===== config.mk =====
export PLATFORM = sky130hd
export DESIGN_NAME = lewh_ram
export DESIGN_NICKNAME = d
export VERILOG_FILES = /design/src/rtl/core/lewh_ram.sv
export SDC_FILE = /design/constraint.sdc
export NUM_CORES = 1
export LEC_CHECK = 0
export BUFFER_PORTS_ARGS = -buffer_cell sky130_fd_sc_hd__buf_2
export CORE_MARGIN = 4
export CORE_UTILIZATION = 39
export CTS_CLUSTER_SIZE = 12
export DETAILED_ROUTE_END_ITERATION = 7
export PLACE_DENSITY = 0.51
export SLEW_MARGIN = 20
export SYNTH_ARGS = -nofsm -noshare
export SYNTH_HDL_FRONTEND = slang
export SYNTH_SLANG_ARGS = --single-unit

===== constraint.sdc =====
create_clock -name aclk -period 3.8 [get_ports aclk]
set_input_delay 0 -clock aclk [delete_from_list [all_inputs] [get_ports aclk]]
set_output_delay 0 -clock aclk [all_outputs]
set_load 0.02 [all_outputs]

===== src/rtl/core/lewh_ram.sv =====
// Generic simple dual-port RAM with registered read.
`timescale 1ns / 1ps
module lewh_ram #(
    parameter int WIDTH = 8,
    parameter int DEPTH = 128
) (
    input  logic                     aclk,
    input  logic                     we,
    input  logic [$clog2(DEPTH)-1:0] waddr,
    input  logic [WIDTH-1:0]         wdata,
    input  logic [$clog2(DEPTH)-1:0] raddr,
    output logic [WIDTH-1:0]         rdata
);

    logic [WIDTH-1:0] mem [DEPTH];

    always_ff @(posedge aclk) begin
        if (we) begin
            mem[waddr] <= wdata;
        end
        rdata <= mem[raddr];
    end

endmodule


==> impl_metrics.yaml <==
run_status:
  status: "finished clean"
clocking:
  post-cts-setup-buffer-count: 0
  cts_max_level: 3
  cts_tree: "built"
  clock_latency_ns: 0.68
  clockRootBuffer: "clkbuf_16"
  clkTransAtPathRegs_ns: 0.06
  cts_buffers: 107
  cts_resized: 0
  clockBufferDepth: 3
  cts.sinks: 1032
  cts_hold_buffers: 8
grt:
  grt_pass1_wl_um: 139000
  grt_max_degree: 99
  grt_pass1_vias: 18500
  grt_overflow: 0
  grtUsageTotal: 0.182
  antenna_found_initial: 12
timing:
  rsz0062_at_grt: "false"
  fin_crit_ns: 2.57
  fmax_ghz: 0.389
  clock_skew_ns: 0.0270
  fin_setup_tns_ns: 0
  final_max_slew_viol_count: 0
  setup_viol: 0
  final-hold-violation-count: 0
  fin_hold_ws_ns: 0.0477
  slew_headroom: 0.231
  fin_crit_sh: 0.677
  tightest_slew_ns: 1.15
placed_design:
  io_buffers: 31
  gp_congestion: 0.764
  dp_hpwl_um: 59400
  placed_area_um2: 42000
logic_synthesis:
  yosysTopAreaCell: "edfxtp_1"
  syn-mean-instance-area_um2: 24.3
  yosys_warnings: 0
  syn_inst: 1635
  synth_nets: 1659
  synth_seq_area_share: 0.779
  synth_top_area_share: 0.775
  syn_area_um2: 39700
  synth_cell_types: 17
  ys_ff_latch: 1032
  synthTopCellsByArea: "edfxtp_1 78%, mux4_2 19%, nor2_1 1.2%"
final_layout:
  drive_gt1_frac: 0.328
  nNetsFinal: 1813
  final_area_um2: 45300
  syn2layout_area_growth_pct: 14.3
  nFillCells: 8444
  finalCoreUtilization: 0.451
floorplan:
  die-area_um2: 107000
  start_util: 0.395
  io_pins: 32
  rows: 116
  core-area_um2: 100000
  fp.dieW_um: 327
  dieHeight_um: 327
power:
  switchingPower_uw: 4920
  pwr-share-comb: 0.052
  pwr-share-clk: 0.409
  p_int_uw: 18500
  power.density_nw_per_um2: 516
  seq_power_share: 0.539
  leakagePower_uw: 0.0138
  ir_worst_vdd_mv: 0.323
  switching_share: 0.210
worst_setup_path:
  end_kind: "flip-flop"
  arrival_ns: 2.85
  startpoint_type: "input pin"
  criticalPathCategory: "input pin to flip-flop"
  crit_fanout: 10
  critical_path_required_ns: 4.08
drt:
  wl_um: 96300
  via_per_inst: 5.51
  firstDrtPassIters: 5
  drtIter0Drc: 1762
  wl_per_cell_um: 29.9
  vias: 17800
  drc_errors: 0
  detail-route-antenna-nets: 0
worst_hold_path:
  hold_path_class: "input pin to flip-flop"
run:
  cap_violations: 0
-- metrics by stage --
stage | total power [uW] | instances | setup WS, ns
2_1_floorplan | 13500 | 1635 | 1.30
6_report | 23400 | 3227 | 1.23
3_5_place_dp | 14100 | 3023 | 0.785
3_3_place_gp | 14100 | 3023 | 0.760
5_1_grt | 24200 | 3223 | 1.21
4_1_cts | 23600 | 3216 | 1.34
-- worst paths after layout --
path / cells after the start / to / slack [ns] / from
max reg2reg: 4 / rdata[4]$_DFF_P_ / 1.33 / mem[42][4]$_DFFE_PP_
min: 1 / mem[118][5]$_DFFE_PP_ / 0.05 / wdata[5]
max: 6 / mem[45][3]$_DFFE_PP_ / 1.23 / waddr[2]
min reg2reg: 4 / rdata[2]$_DFF_P_ / 1.15 / mem[74][2]$_DFFE_PP_
-- synthesized netlist by cell type, drive strengths merged --
| master | n |
|---|---|
| edfxtp | 1024 |
| mux4 | 336 |
| nor2 | 122 |
| buf | 45 |
| clkbuf | 44 |
| nand2 | 14 |
| nand3 | 12 |
| nor3 | 9 |
| dfxtp | 8 |
| mux2 | 8 |
| nor2b | 7 |
| nand4 | 3 |
| nand2b | 2 |
| or3 | 1 |
-- per-layer routing --
metal,up-vias,GRT usage,part of all wire
met5,-,0,0.00013
met4,2,0.0470,0.021
met3,122,0.0343,0.059
met2,527,0.285,0.48
met1,9768,0.266,0.44
li1,7347,-,-
-- layout make-up --
type	count	area [um2]	area share
Clock inverter	49	294	0.00648
Sequential cell	1032	30900	0.682
Timing Repair Buffer	134	1190	0.0262
Clock buffer	136	2830	0.0624
Antenna cell	5	12.5	0.000276
Tap cell	1357	1700	0.0374
Multi-Input combinational cell	514	8410	0.186
-- power groups by stage --
stage / Clock, uW / Combinational (uW) / Sequential [uW]
final: 9560 / 1220 / 12600
after floorplan: 0 / 636 / 12800
after global routing: 10300 / 1300 / 12600
after detailed placement: 0 / 1230 / 12800
after global placement: 0 / 1220 / 12800
after CTS: 9780 / 1240 / 12600
-- cells in the final DEF (no fill, tap or decap), drive strengths merged --
master          n
buf           123
bufinv          3
clkbuf        136
clkinv         44
dfxtp           8
diode           5
dlygate4sd3    11
edfxtp       1024
inv             2
mux2            8
mux4          336
nand2          14
nand2b          2
nand3          12
nand4           3
nor2          122
nor2b           7
nor3            9
or3             1
-- cell families after synthesis --
group,count (synthesis),synth area share
AND/OR/NAND/NOR,170,0.0176
flip-flops,1032,0.779
multiplexers,344,0.193
buffers and inverters,89,0.0101
-- state kept, by name, summed over array words and instances, names as in the netlist --
| register | count |
|---|---|
| mem | 1024 |
| rdata | 8 |
-- critical path, stage by stage --
cell	delay, ns
dlygate4sd3_1	0.55
buf_2	0.21
nor2b_1	0.25
nand3_1	0.59
buf_4	0.45
nor2_1	0.77
Note: power is estimated with default switching activity, not from simulation.
